**src/hw/rtl/dcoef_pkg.sv**
```systemverilog
// ----------------------------------------------------------------------------
// dcoef_pkg
// shared types and constants for the diffusion coefficient pipeline
// ----------------------------------------------------------------------------
package dcoef_pkg;

	localparam int DW      = 32;
	localparam int FB      = 16;
	localparam int UW      = DW - 1;
	localparam int PROD_W  = DW + UW;
	localparam int SQ_W    = 2 * UW;
	localparam int SUM_W   = SQ_W + 1;
	localparam int ROOT_W  = 32;
	localparam int RAD_W   = 2 * ROOT_W;
	localparam int SQ_LAT  = ROOT_W + 1;
	localparam int Q_W     = UW;
	localparam int DIV_LAT = Q_W + 1;
	localparam int CFG_IDX_W = 3;

	typedef logic signed [DW-1:0] sfix_t;
	typedef logic [UW-1:0] ufix_t;

	localparam ufix_t SAT_MAX = {UW{1'b1}};
	localparam ufix_t ONE_Q   = ufix_t'(1) << FB;

	typedef enum logic [CFG_IDX_W-1:0] {
		REG_INV_TWO_DY = 3'd0,
		REG_INV_TWO_DZ = 3'd1,
		REG_VISC_BASE  = 3'd2,
		REG_VISC_SLOPE = 3'd3,
		REG_DIFF_BASE  = 3'd4,
		REG_DIFF_SLOPE = 3'd5
	} cfg_reg_t;

	typedef struct packed {
		ufix_t twice_visc;
		ufix_t visc_per_density;
		ufix_t visc_per_temp_density;
		ufix_t diff_per_temp_density;
	} result_t;

endpackage

```
**src/hw/rtl/dcoef_sqrt.sv**
```systemverilog
// ----------------------------------------------------------------------------
// dcoef_sqrt
// pipelined integer square root, one result bit per stage
// ----------------------------------------------------------------------------
module dcoef_sqrt (
	input  logic                      clk,
	input  logic                      en,
	input  logic [dcoef_pkg::RAD_W-1:0]  rad,
	output logic [dcoef_pkg::ROOT_W-1:0] root
);
	import dcoef_pkg::*;

	localparam int R = ROOT_W;

	logic [RAD_W-1:0] x_s    [0:R];
	logic [R:0]       rem_s  [0:R];
	logic [R-1:0]     root_s [0:R];

	always_ff @(posedge clk) begin
		if (en) begin
			x_s[0]    <= rad;
			rem_s[0]  <= '0;
			root_s[0] <= '0;
		end
	end

	for (genvar k = 1; k <= R; k++) begin : g_stage
		logic [R+2:0] r2;
		logic [R+2:0] trial;
		logic         ge;
		logic [R+2:0] rn;

		always_comb begin
			r2    = {rem_s[k-1], x_s[k-1][2*(R-k)+1 -: 2]};
			trial = {1'b0, root_s[k-1], 2'b01};
			ge    = (r2 >= trial);
			rn    = ge ? (r2 - trial) : r2;
		end

		always_ff @(posedge clk) begin
			if (en) begin
				x_s[k]    <= x_s[k-1];
				rem_s[k]  <= rn[R:0];
				root_s[k] <= {root_s[k-1][R-2:0], ge};
			end
		end
	end

	assign root = root_s[R];

endmodule

```
**config.mk**
```make
export PLATFORM = sky130hd
export DESIGN_NAME = dcoef_sqrt
export DESIGN_NICKNAME = d
export VERILOG_FILES = /design/src/hw/rtl/dcoef_pkg.sv /design/src/hw/rtl/dcoef_sqrt.sv
export SDC_FILE = /design/constraint.sdc
export NUM_CORES = 2
export LEC_CHECK = 0
export ABC_CLOCK_PERIOD_IN_PS = 4900
export BUFFER_PORTS_ARGS = -buffer_cell sky130_fd_sc_hd__buf_2
export CORE_ASPECT_RATIO = 2
export CORE_MARGIN = 10
export CORE_UTILIZATION = 60
export DETAILED_ROUTE_END_ITERATION = 10
export GPL_TIMING_DRIVEN = 0
export PLACE_DENSITY = 0.79
export SYNTH_ARGS = -nofsm -noshare
export SYNTH_HDL_FRONTEND = slang
export SYNTH_MEMORY_MAX_BITS = 65536
export SYNTH_SLANG_ARGS = --single-unit
```
**constraint.sdc**
```tcl
create_clock -name clk -period 4.9 [get_ports clk]
set_input_delay 0 -clock clk [delete_from_list [all_inputs] [get_ports clk]]
set_output_delay 0 -clock clk [all_outputs]
set_load 0.01 [all_outputs]
```
# == Word-level counts from Yosys, hierarchy flattened ==
# Memories as Yosys holds them, arrays and structs flattened.
# Cells that the tools add are included.
# word_totals
reg_bits,0
ram_bits,4257
in_bits,66
word_cells,101
mem_count,3
# classes
add_sub_neg,32
order_cmp,32
n_mux,34
# memory_table
memory,words,width,rd,rd_ports_with_merged_regs,wr,line,text
x_s,33,64,32,0,33,dcoef_sqrt.sv:15,logic [RAD_W-1:0] x_s [0:R];
rem_s,33,33,32,0,33,dcoef_sqrt.sv:16,logic [R:0] rem_s [0:R];
root_s,33,32,33,0,33,dcoef_sqrt.sv:17,logic [R-1:0] root_s [0:R];
# op_table
operator,n
$ge A35 B34 Y1,32
$mux W33,32
$sub A33 B33 Y33,32
$mux W1,2

# == Depth between registers and ports, before layout ==
# An unclocked memory read counts as a cell.
# depth
ltp_word,3
mapped_depth,14
depth_no_buf,12

# == Least setup slack after synthesis ==
# No wires, ideal clock.
# synth_timing
kind,flip-flop to flip-flop
start,mem rem_s[0][925] (netlist name)
end,mem rem_s[0][980] (netlist name) (data pin)
setup_time_ns,0.260
t_arrival_ns,3.226
required_time_ns,4.640
path_slack_ns,1.414
path_stages_with_launch,12
path_buffers,2
synth_period_minus_slack_ns,3.486
path_cell_list,edfxtp_1 -> ha_1 -> o21ai_0 -> a221oi_1 -> a2111oi_0 -> o31ai_1 -> a221oi_1 -> a21oi_1 -> or3_1 -> buf_2 -> buf_2 -> mux2_2
# synth_rtl
element,line
from (decl),dcoef_sqrt.sv:16

==> results by group <==
Outcome
  – Status: finished clean

Pwr
  – NetSw: 18100 uW
  – Int Pwr: around 43000 uW
  – Switching Share: 29.7%
  – Maximum VDD drop: 410 uV
  – Clock power frac: between 20 and 30%
  – Power Total: 60900 uW
  – Ratio of total power to cell area: 462 mW/mm^2
  – Leakage: 0.0505 uW
  – Seq pwr share: about 48%
  – Combinational power share: ~23%

Timing
  – Pins Over Slew Limit: 0
  – RSZ-0062 raised after global routing: no
  – Layout Skew: 86.8 ps
  – Actual slew at the worst max-slew pin: 1410 ps
  – Final Critical Period: 4880 ps
  – Max Clk Rate: 205 MHz
  – Final worst slack: 16.0 ps
  – Slew headroom: 5.33%
  – Endpoints failing setup: 0
  – Crit share post-route: 99.7%
  – Final Hold Fails: 0

Setup path
  – Critical path type: reg2reg
  – Crit-path cells: ha_1 > o21a_1 > or4_1 > a41oi_1 > a21oi_1 > a21oi_1 > o31a_1 > and2_1 > buf_2 > clkbuf_1 > o31ai_1
  – Setup crit start kind: flop
  – Reg2Reg Capture Point: rem_s[0][847]
  – CP Capture Type: flop
  – Crit path max fanout: 10
  – Worst r2r src: rem_s[0][792]
  – Reg2reg setup slack: 20 ps
  – R2R cell count: 11
  – CP peak stage delay: roughly 730 ps
  – Top cell by count, worst path: a21oi_1
  – Worst path arrival time: 5400 ps
  – CP max-delay cell: clkbuf_1
  – Critical Path RT: 5410 ps

Clock tree
  – Clock Path Buffers: 4
  – CTS tree: yes
  – H-tree depth: 4
  – Root buffer cell: clkbuf_16
  – Clk pin slew, worst setup/hold paths: 70 ps
  – CTS buffer count: between 200 and 250
  – Clock sink count: 2559
  – Worst-Skew Late Latency: 910 ps

Route
  – WL/cell: 24.2 um
  – Vias per Instance: 6.03
  – Initial DRC Count: 5453
  – ANT nets after route: 0
  – Via Count: 74800
  – Drt first pass iters: 9
  – Total wire length: about 300 mm
  – DRC errors left: 0

Finish
  – Syn-to-layout area delta: 10.8%
  – Filler cell count: 13700
  – Final core utilization: 66.8%
  – Final instance area: 0.132 sq mm
  – Fin nets: 10300
  – Layout cells sized above 1: 6.82%

Synthesis
  – EDFF count, synth: 2559
  – Seq cells post-synth: 2559
  – Top-area cell type share of the netlist area: 64.6%
  – Mean post-synth cell area: 12.9 sq um
  – Distinct cells, synth: 100
  – Synth async-reset ratio: 0%
  – Area contributors post-synth: edfxtp_1 (65%), ha_1 (5.9%), xor2_1 (3.0%)
  – Seq/Total Area, Yosys: 64.6%
  – Synth Net Count: 9808
  – Cell taking the most area after synthesis: edfxtp_1
  – Synth Instances: about 9200
  – Warnings from Yosys: 0
  – Synthesized area: approximately 0.12 sq mm
  – Primary FF master, synth: edfxtp_1

Floorplan
  – Die height: 650 um
  – Core Rows: between 200 and 250
  – Starting density of the core: 60.2%
  – Die Area: approximately 0.22 sq mm
  – Die Wd: 335 um
  – Core Box Area: 0.197 sq mm
  – Ports: 98

Placed design
  – DP HPWL: between 200 and 250 mm
  – Port bufs: 97
  – Pre-CTS WS: -1230 ps
  – Placed inst area: 0.123 sq mm
  – GP Congestion: 1.04

Flow run
  – Total of max-cap violations: 0

Min path
  – HP Start: en
  – Hold Path End: x_s[0][117]
  – Min-Delay Path Depth: 2
  – Min-Delay Path Class: in2reg

Global route
  – Vias in the first global route: 78000
  – Gr ovfl total: 0
  – Initial antenna violation count: 8
  – GRT Overall Usage: 27.2%
  – Pin count of the biggest net entering global routing: 191
  – First-pass GRT wire length: 445 mm
-- layout by cell type, fill, tap and decap left out, drive strengths merged, types with 43 or more instances in the layout --
cell / count
a211oi: 46
a21o: 237
a21oi: 583
a31oi: 44
and3: 46
buf: 147
clkbuf: 410
clkinv: 94
dlygate4sd3: 129
edfxtp: 2559
ha: 561
inv: 713
mux2: 84
nand2: 594
nand2b: 114
nand3: 148
nand4: 90
nor2: 618
nor2b: 74
nor3: 225
nor4: 139
o21a: 99
o21ai: 459
o21bai: 43
o31ai: 60
or2: 51
or3: 96
or4: 70
xnor2: 373
xor2: 410
-- kinds of logic (layout without fill, tap and decap cells) --
group / after synthesis / after routing / share of synthesized area [%]
flip-flops: 2559 / 2559 / 64.6
other: 1 / 17 / 0.00315
adder cells (fa/ha/maj): 561 / 561 / 5.90
AND/OR/NAND/NOR: 2421 / 2421 / 10.1
buffers and inverters: 897 / 1540 / 2.88
XOR/XNOR: 783 / 783 / 5.77
AO/OA/AOI/OAI: 1858 / 1858 / 9.76
multiplexers: 101 / 101 / 0.939
-- state kept, by name, summed over array words and instances (netlist names) --
signal  count
rem_s     975
root_s    528
x_s      1056
-- worst max-delay path: cells and delay by family (launching register included) --
kind | cells | cell delay (ps)
buffers and inverters | 2 | 1130
and+or+nand+nor | 2 | 710
adders and majority gates | 1 | 360
DFF | 1 | 400
AOI/OAI and AO/OA | 6 | 1920
-- through the flow --
stage	setup TNS (ps)	hold slack, ps	cells
2_1_floorplan	0	98.9	9181
3_3_place_gp	-	177	11800
3_5_place_dp	-76180	178	11900
4_1_cts	0	145	12400
5_1_grt	0	188	12400
6_report	0	158	12400
-- timing repair --
item / 4_1_cts / 5_1_grt
buffers inserted: 4 / 1
hold buffers: 129 / 0
endpoints found under the setup margin: 181 / 91
endpoints found under the hold margin: 348 / 0
gates resized for setup: 41 / 20
pin swaps: 1 / 1
-- per-layer routing --
metal / GRT usage (%) / vias to the layer above / part of all wire [%]
li1: - / 35000 / -
met1: 21.6 / 36100 / 28
met2: 53.0 / 2466 / 56
met3: 3.94 / 1241 / 4.1
met4: 27.9 / 0 / 12
met5: 0 / - / 0
-- power by group through the flow --
stage	Clock (uW)	Sequential, uW	Combinational [uW]
finish	17700	29400	13800
global route	18800	29600	15000
CTS	18000	29300	13600
detailed placement	0	29800	13400
global placement	0	31400	13100
floorplan	0	28900	9430
-- cell type report --
| type | count | area, sq um | share of cell area (%) |
|---|---|---|---|
| Antenna cell | 16 | 40.0 | 0.0304 |
| Buffer | 187 | 801 | 0.608 |
| Clock buffer | 252 | 5690 | 4.32 |
| Clock inverter | 142 | 1480 | 1.12 |
| Inverter | 710 | 2670 | 2.03 |
| Multi-Input combinational cell | 5725 | 38800 | 29.4 |
| Sequential cell | 2559 | 76800 | 58.3 |
| Tap cell | 2563 | 3210 | 2.43 |
| Timing Repair Buffer | 249 | 2280 | 1.73 |
-- cell usage after synthesis, drive strengths merged (84+ instances only) --
master,instances
xor2,410
xnor2,373
o21ai,459
inv,708
clkbuf,158
ha,561
a21oi,583
a21o,237
or3,96
nand3,148
nor3,225
nand2,594
o21a,99
nor4,139
nor2,618
nand4,90
edfxtp,2559
mux2,84
nand2b,114
-- how the worst max path moves through the flow --
stage / start / end / slack [ps] / cells after the start
global route: rem_s[0][762] / rem_s[0][806] / 40 / 10
CTS: root_s[0][916] / rem_s[0][979] / 7 / 13
finish: rem_s[0][792] / rem_s[0][847] / 20 / 11
floorplan: rem_s[0][925] / rem_s[0][980] / 1410 / 11
global placement: en / rem_s[0][820] / -35000 / 1
detailed placement: root_s[0][837] / rem_s[0][918] / -1230 / 12
Power figures use the tool's default switching activity.
