`src/hw/rtl/dcoef_pkg.sv`:
```
// ----------------------------------------------------------------------------
// dcoef_pkg
// shared types and constants for the diffusion coefficient pipeline
// ----------------------------------------------------------------------------
package dcoef_pkg;

	localparam int DW      = 32;
	localparam int FB      = 16;
	localparam int UW      = DW - 1;
	localparam int PROD_W  = DW + UW;
	localparam int SQ_W    = 2 * UW;
	localparam int SUM_W   = SQ_W + 1;
	localparam int ROOT_W  = 32;
	localparam int RAD_W   = 2 * ROOT_W;
	localparam int SQ_LAT  = ROOT_W + 1;
	localparam int Q_W     = UW;
	localparam int DIV_LAT = Q_W + 1;
	localparam int CFG_IDX_W = 3;

	typedef logic signed [DW-1:0] sfix_t;
	typedef logic [UW-1:0] ufix_t;

	localparam ufix_t SAT_MAX = {UW{1'b1}};
	localparam ufix_t ONE_Q   = ufix_t'(1) << FB;

	typedef enum logic [CFG_IDX_W-1:0] {
		REG_INV_TWO_DY = 3'd0,
		REG_INV_TWO_DZ = 3'd1,
		REG_VISC_BASE  = 3'd2,
		REG_VISC_SLOPE = 3'd3,
		REG_DIFF_BASE  = 3'd4,
		REG_DIFF_SLOPE = 3'd5
	} cfg_reg_t;

	typedef struct packed {
		ufix_t twice_visc;
		ufix_t visc_per_density;
		ufix_t visc_per_temp_density;
		ufix_t diff_per_temp_density;
	} result_t;

endpackage

```
`src/hw/rtl/dcoef_div.sv`:
```
// ----------------------------------------------------------------------------
// dcoef_div
// pipelined restoring divider with saturating quotient, one bit per stage
// ----------------------------------------------------------------------------
module dcoef_div #(
	parameter int NUM_W = 47,
	parameter int DEN_W = 31
) (
	input  logic                     clk,
	input  logic                     en,
	input  logic [NUM_W-1:0]         num,
	input  logic [DEN_W-1:0]         den,
	output logic [dcoef_pkg::Q_W-1:0] quo
);
	import dcoef_pkg::*;

	logic [DEN_W-1:0] rem_s [0:Q_W];
	logic [DEN_W-1:0] den_s [0:Q_W];
	logic [Q_W-1:0]   low_s [0:Q_W];
	logic [Q_W-1:0]   q_s   [0:Q_W];
	logic             sat_s [0:Q_W];
	logic [DEN_W-1:0] head;

	assign head = DEN_W'(num[NUM_W-1:Q_W]);

	// quotient overflows (or den is zero) when num >> Q_W is at least den
	always_ff @(posedge clk) begin
		if (en) begin
			rem_s[0] <= head;
			den_s[0] <= den;
			low_s[0] <= num[Q_W-1:0];
			q_s[0]   <= '0;
			sat_s[0] <= (head >= den);
		end
	end

	for (genvar k = 1; k <= Q_W; k++) begin : g_stage
		logic [DEN_W:0] r2;
		logic           ge;
		logic [DEN_W:0] rn;

		always_comb begin
			r2 = {rem_s[k-1], low_s[k-1][Q_W-1]};
			ge = (r2 >= {1'b0, den_s[k-1]});
			rn = ge ? (r2 - {1'b0, den_s[k-1]}) : r2;
		end

		always_ff @(posedge clk) begin
			if (en) begin
				rem_s[k] <= rn[DEN_W-1:0];
				den_s[k] <= den_s[k-1];
				low_s[k] <= {low_s[k-1][Q_W-2:0], 1'b0};
				q_s[k]   <= {q_s[k-1][Q_W-2:0], ge};
				sat_s[k] <= sat_s[k-1];
			end
		end
	end

	assign quo = sat_s[Q_W] ? SAT_MAX : q_s[Q_W];

endmodule

```
`config.mk`:
```
export PLATFORM = sky130hd
export DESIGN_NAME = dcoef_div
export DESIGN_NICKNAME = d
export VERILOG_FILES = /design/src/hw/rtl/dcoef_pkg.sv /design/src/hw/rtl/dcoef_div.sv
export SDC_FILE = /design/constraint.sdc
export NUM_CORES = 2
export LEC_CHECK = 0
export BUFFER_PORTS_ARGS = -buffer_cell sky130_fd_sc_hd__buf_2
export CAP_MARGIN = 25
export CORE_AREA = 8 8 583 585
export DETAILED_ROUTE_END_ITERATION = 6
export DIE_AREA = 0 0 591 593
export SKIP_CTS_REPAIR_TIMING = 1
export SKIP_LAST_GASP = 1
export SLEW_MARGIN = 25
export SYNTH_ARGS = -nofsm -noshare
export SYNTH_HDL_FRONTEND = slang
export SYNTH_SLANG_ARGS = --single-unit
```
`constraint.sdc`:
```
create_clock -name clk -period 3.4 [get_ports clk]
set_input_delay 0.68 -clock clk [delete_from_list [all_inputs] [get_ports clk]]
set_output_delay 0.68 -clock clk [all_outputs]
set_load 0.01 [all_outputs]
```
=== Word level (Yosys, flattened, before mapping) ===
Memory sizes are Yosys's and may differ from the RTL's.
Cells that the tools add are included.

* Output and inout bits: 31
* Bits in latches: 0
* Bits in registers: 0
* Word-level logic and storage cells: 102
* Bits of input ports: 80
* Bits in read-only memories: 0
* Bits in writable memories: 4000
* Memories kept: 5

* $add $sub $neg: 31
* Divide/modulo/power cells: 0
* Mux-type cells: 34
* Order comparisons: 32
* Shift-type cells: 0
* Equal/unequal tests: 0
* Multiply operators: 0
* Bitwise logic cells: 0
* Reductions and logical operators: 0

{| class="wikitable"
|+ Memories
! memory !! words !! width !! rd ports !! clocked after Yosys merged registers in !! write ports !! line !! source
|-
| den_s || 32 || 31 || 31 || 0 || 32 || dcoef_div.sv:18 || <nowiki>logic [DEN_W-1:0] den_s [0:Q_W];</nowiki>
|-
| low_s || 32 || 31 || 31 || 0 || 32 || dcoef_div.sv:19 || <nowiki>logic [Q_W-1:0] low_s [0:Q_W];</nowiki>
|-
| q_s || 32 || 31 || 32 || 0 || 32 || dcoef_div.sv:20 || <nowiki>logic [Q_W-1:0] q_s [0:Q_W];</nowiki>
|-
| rem_s || 32 || 31 || 31 || 0 || 32 || dcoef_div.sv:17 || <nowiki>logic [DEN_W-1:0] rem_s [0:Q_W];</nowiki>
|-
| sat_s || 32 || 1 || 32 || 0 || 32 || dcoef_div.sv:21 || <nowiki>logic sat_s [0:Q_W];</nowiki>
|}

{| class="wikitable"
|+ Operators with widths
! operator !! number
|-
| $ge A32 B31 Y1 || 31
|-
| $mux W31 || 32
|-
| $sub A31 B31 Y31 || 31
|-
| $ge A16 B31 Y1 || 1
|-
| $mux W1 || 2
|}

=== Logic depth before layout (Yosys ltp) ===
An unclocked memory read counts as a cell.

* Depth after elaboration: 3
* Depth in mapped cells: 16
* Depth with buffers taken out: 15

=== Worst setup path after synthesis ===
Ideal clock, no wire load.

* Kind: register -> register
* From: memory low_s[0][30] (netlist bit)
* To: memory rem_s[1][0], data pin
* Stages on the path, launching flop included: 16
* Required time: 3.133 ns
* Clock period less this slack: 3.306 ns
* Library setup time: 0.267 ns
* Setup slack: 0.094 ns
* Arrival time: 3.039 ns
* Path through: edfxtp_1 -> inv_1 -> ha_1 -> inv_1 -> fa_1 -> a21o_1 -> a21oi_1 -> nor2b_1 -> o21ai_0 -> a21oi_1 -> a311o_1 -> a41oi_1 -> a2111o_1 -> buf_2 -> clkbuf_1 -> o21ai_0

{| class="wikitable"
|+ RTL lines
! element !! line
|-
| start, declared || dcoef_div.sv:19
|-
| end, declared || dcoef_div.sv:17
|}

==> reports/metrics.cfg <==
[placed_design]
portBuffers = 110
post-dp-hpwl_mm = 266
finalWeightedCongestion = 0.908
place_ws_ps = -419

[die]
initial_core_util = 0.447
coreArea_sq_um = 331000
io_pins = 111
die_height_um = 593
rows = 212
die_w_um = 591
dieArea_sq_um = 350000

[clocking]
clock-sinks = 2931
clk_path_buf_depth = 4
cts_root_buf = clkbuf_16
clkTransAtPathRegs_ps = 60
cts-buffers-inserted = 326
htreeDepth = 5
cts_tree = done
clock_latency_ps = 950

[drt]
wl_per_cell_um = 20.2
dr.pass1.iters = 5
viasPerCell = 5.42
drcViolationCount = 0
ant_nets = 0
initialDrtViolationCount = 7197
via_count = 98863
drt_wl_total_mm = 367

[global_routing]
antenna_found_initial = 17
grt_pass1_wl_mm = 548
grt_usage = 0.196
grt-ovfl-total = 0
grt_max_degree = 128
use_met3 = 0.0235
gr-max-usage-layer = met2
grtUsageMet1 = 0.260
grt_pass1_vias = 96275
use_met2 = 0.339

[sta]
max_slew_margin = 0.539
fin_crit_sh = 1.04
whs_ps = 155
rsz0062_at_grt = true
finalClockSkew_ps = 62.1
fin_crit_ps = 3520
hold_viol_final = 0
fin_ws_ps = -122
setup_viol = 74
finalSetupTns_ps = -4260
tightest_slew_ps = 684
finalMaxSlewViolations = 0
fmax_mhz = 284

[synthesis]
avgSynthCellArea_sq_um = 12.2
synth.area.top_cells = edfxtp_1, ha_1, a21oi_1
yosysWarnings = 0
synth_top_area_frac = 0.595
yosys.area.top_type = edfxtp_1
ys_seq_elements = 2931
synth_nets = 13212
synthesis.area_sq_um = 148000
synth_cells = 12139
synth_edf_count = 2931
ys.flop_type = edfxtp_1
ys_seq_area_frac = 0.595
yosysUniqueCellTypes = 94
async_flop_share = 0

[power_and_ir_drop]
p_int_mw = 108
p_switching_mw = 60.2
switching_share = 0.358
leakagePower_nw = 72.7
seq_power_share = 0.335
power_density_nw_per_um2 = 942
clkPwrFrac = 0.209
combPwrFrac = 0.456
ir_drop_uv = 437
power_mw = 168

[worst_setup_path]
crit_start = low_s[13][61]
critPathLaunchType = register
crit_path_max_incr_delay_ps = 370
worstRegToRegCells = 15
path_buf_inv = 3
path_cells = inv_2 -> ha_4 -> fa_2 -> nor2b_1 -> o21a_1 -> o21ai_2 -> a211o_1 -> nand2_2 -> a211oi_4 -> a21oi_2 -> o211a_1 -> a2111oi_4 -> buf_6 -> clkbuf_16 -> mux2_4
r2r-end = rem_s[28][6]
cp_slowest_cell = edfxtp_1
endpoint_kind = register
cp_top_family = compound AO/OA/AOI/OAI gates
rrSetupSlack_ps = -120
worstPathMaxFanout = 8
crit_type = reg -> reg
reg2reg_from = low_s[13][61]
arrival_ps = 4170
crit_required_ps = 4050

[min_path]
worstHoldPathCells = 1
hp-start = num[11]
min_path_type = in -> reg
hold-path-endpoint = low_s[0][11]

[cells_and_area]
final_util = 0.539
areaGrowthSynthToFinish_pct = 20.5
final_common_cell = edfxtp_1
final_layout_size_suffix_gt1_frac = 0.192
layout_common_cells = edfxtp_1, inv_1, buf_4, a21oi_1, ha_1
finalNetCount = 14645
fill_cells = 28039

[job]
cap_violations = 0

[status]
violations = negative setup slack
run_status = finished with violations

## power by group through the flow
stage	Combinational, mW	Clock (mW)	Sequential, mW
after floorplan	46.9	0	53.9
after detailed placement	67.9	0	57.2
after global routing	83.8	37.5	57.1
after CTS	68.5	36.3	56.5
final	76.6	35.2	56.4
after global placement	66.9	0	57.2
## metal layers
| metal | routed length [um] | share of wire |
|---|---|---|
| met3 | 15900 | 0.043 |
| met1 | 162000 | 0.44 |
| met2 | 178000 | 0.48 |
| met5 | 0 | 0 |
| met4 | 11000 | 0.030 |
## through the flow
stage | cell area (sq um) | cells
after global placement | 162000 | 17374
after detailed placement | 162000 | 17376
after CTS | 172000 | 17967
final | 178000 | 18226
after global routing | 178000 | 18224
after floorplan | 148000 | 12139
## Yosys cell counts, types with 16 or more instances
master and instances:
xor2_1 333, nor2b_1 140, a311oi_1 23, a21boi_0 36, o31ai_1 70, clkbuf_1 206, nand4_1 137, a21oi_1 1030
nand2_1 785, and4_1 29, and3_1 79, o21bai_1 85, buf_2 60, nand2b_1 124, a211o_1 26, mux2_2 284
a211oi_1 74, fa_1 30, o22ai_1 16, o211ai_1 53, edfxtp_1 2931, a21o_1 474, nand3_1 176, nor3_1 125
o31a_1 39, and2_1 39, or2_2 63, a31o_2 29, nor4_1 33, mux2i_1 22, xnor2_1 428, o41ai_1 16
o21ai_0 722, mux2_1 24, nor2_1 730, o21a_1 133, or3_1 34, ha_1 963, o21ai_1 21, a31oi_1 111
inv_1 1165
## registers in the layout, summed over array words and instances (netlist names)
signal  cells
rem_s     946
den_s     961
sat_s      32
low_s     496
q_s       496
## area by class of cell
class	count	area, sq um	area share
flip-flops and latches	2931	88000	0.493
multi-input cells	7770	57600	0.323
repair buffers	1378	12400	0.0693
clock buffers	390	8460	0.0474
well taps	4387	5490	0.0308
inverters	1165	4380	0.0245
clock inverters	201	2140	0.0120
diodes	4	10.0	0.0000561
## worst max-delay path by stage
| stage | end | depth (start not counted) |
|---|---|---|
| CTS | rem_s[25][23] | 13 |
| detailed placement | rem_s[25][23] | 13 |
| finish | rem_s[28][6] | 15 |
| global placement | rem_s[2][30] | 14 |
| global route | rem_s[28][10] | 15 |
| floorplan | rem_s[1][0] | 15 |
## cell families (layout without fill, tap and decap cells)
family          Yosys count  count (layout)  share of synthesized area
compound gates         3134            3136                      0.132
xor+xnor                761             761                     0.0450
fa+ha+maj               993             993                     0.0855
buf+inv                1440            3134                     0.0371
flops                  2931            2931                      0.595
mux                     331             331                     0.0250
other cells               0               4                          0
simple gates           2549            2549                     0.0808
Power figures use the tool's default switching activity.
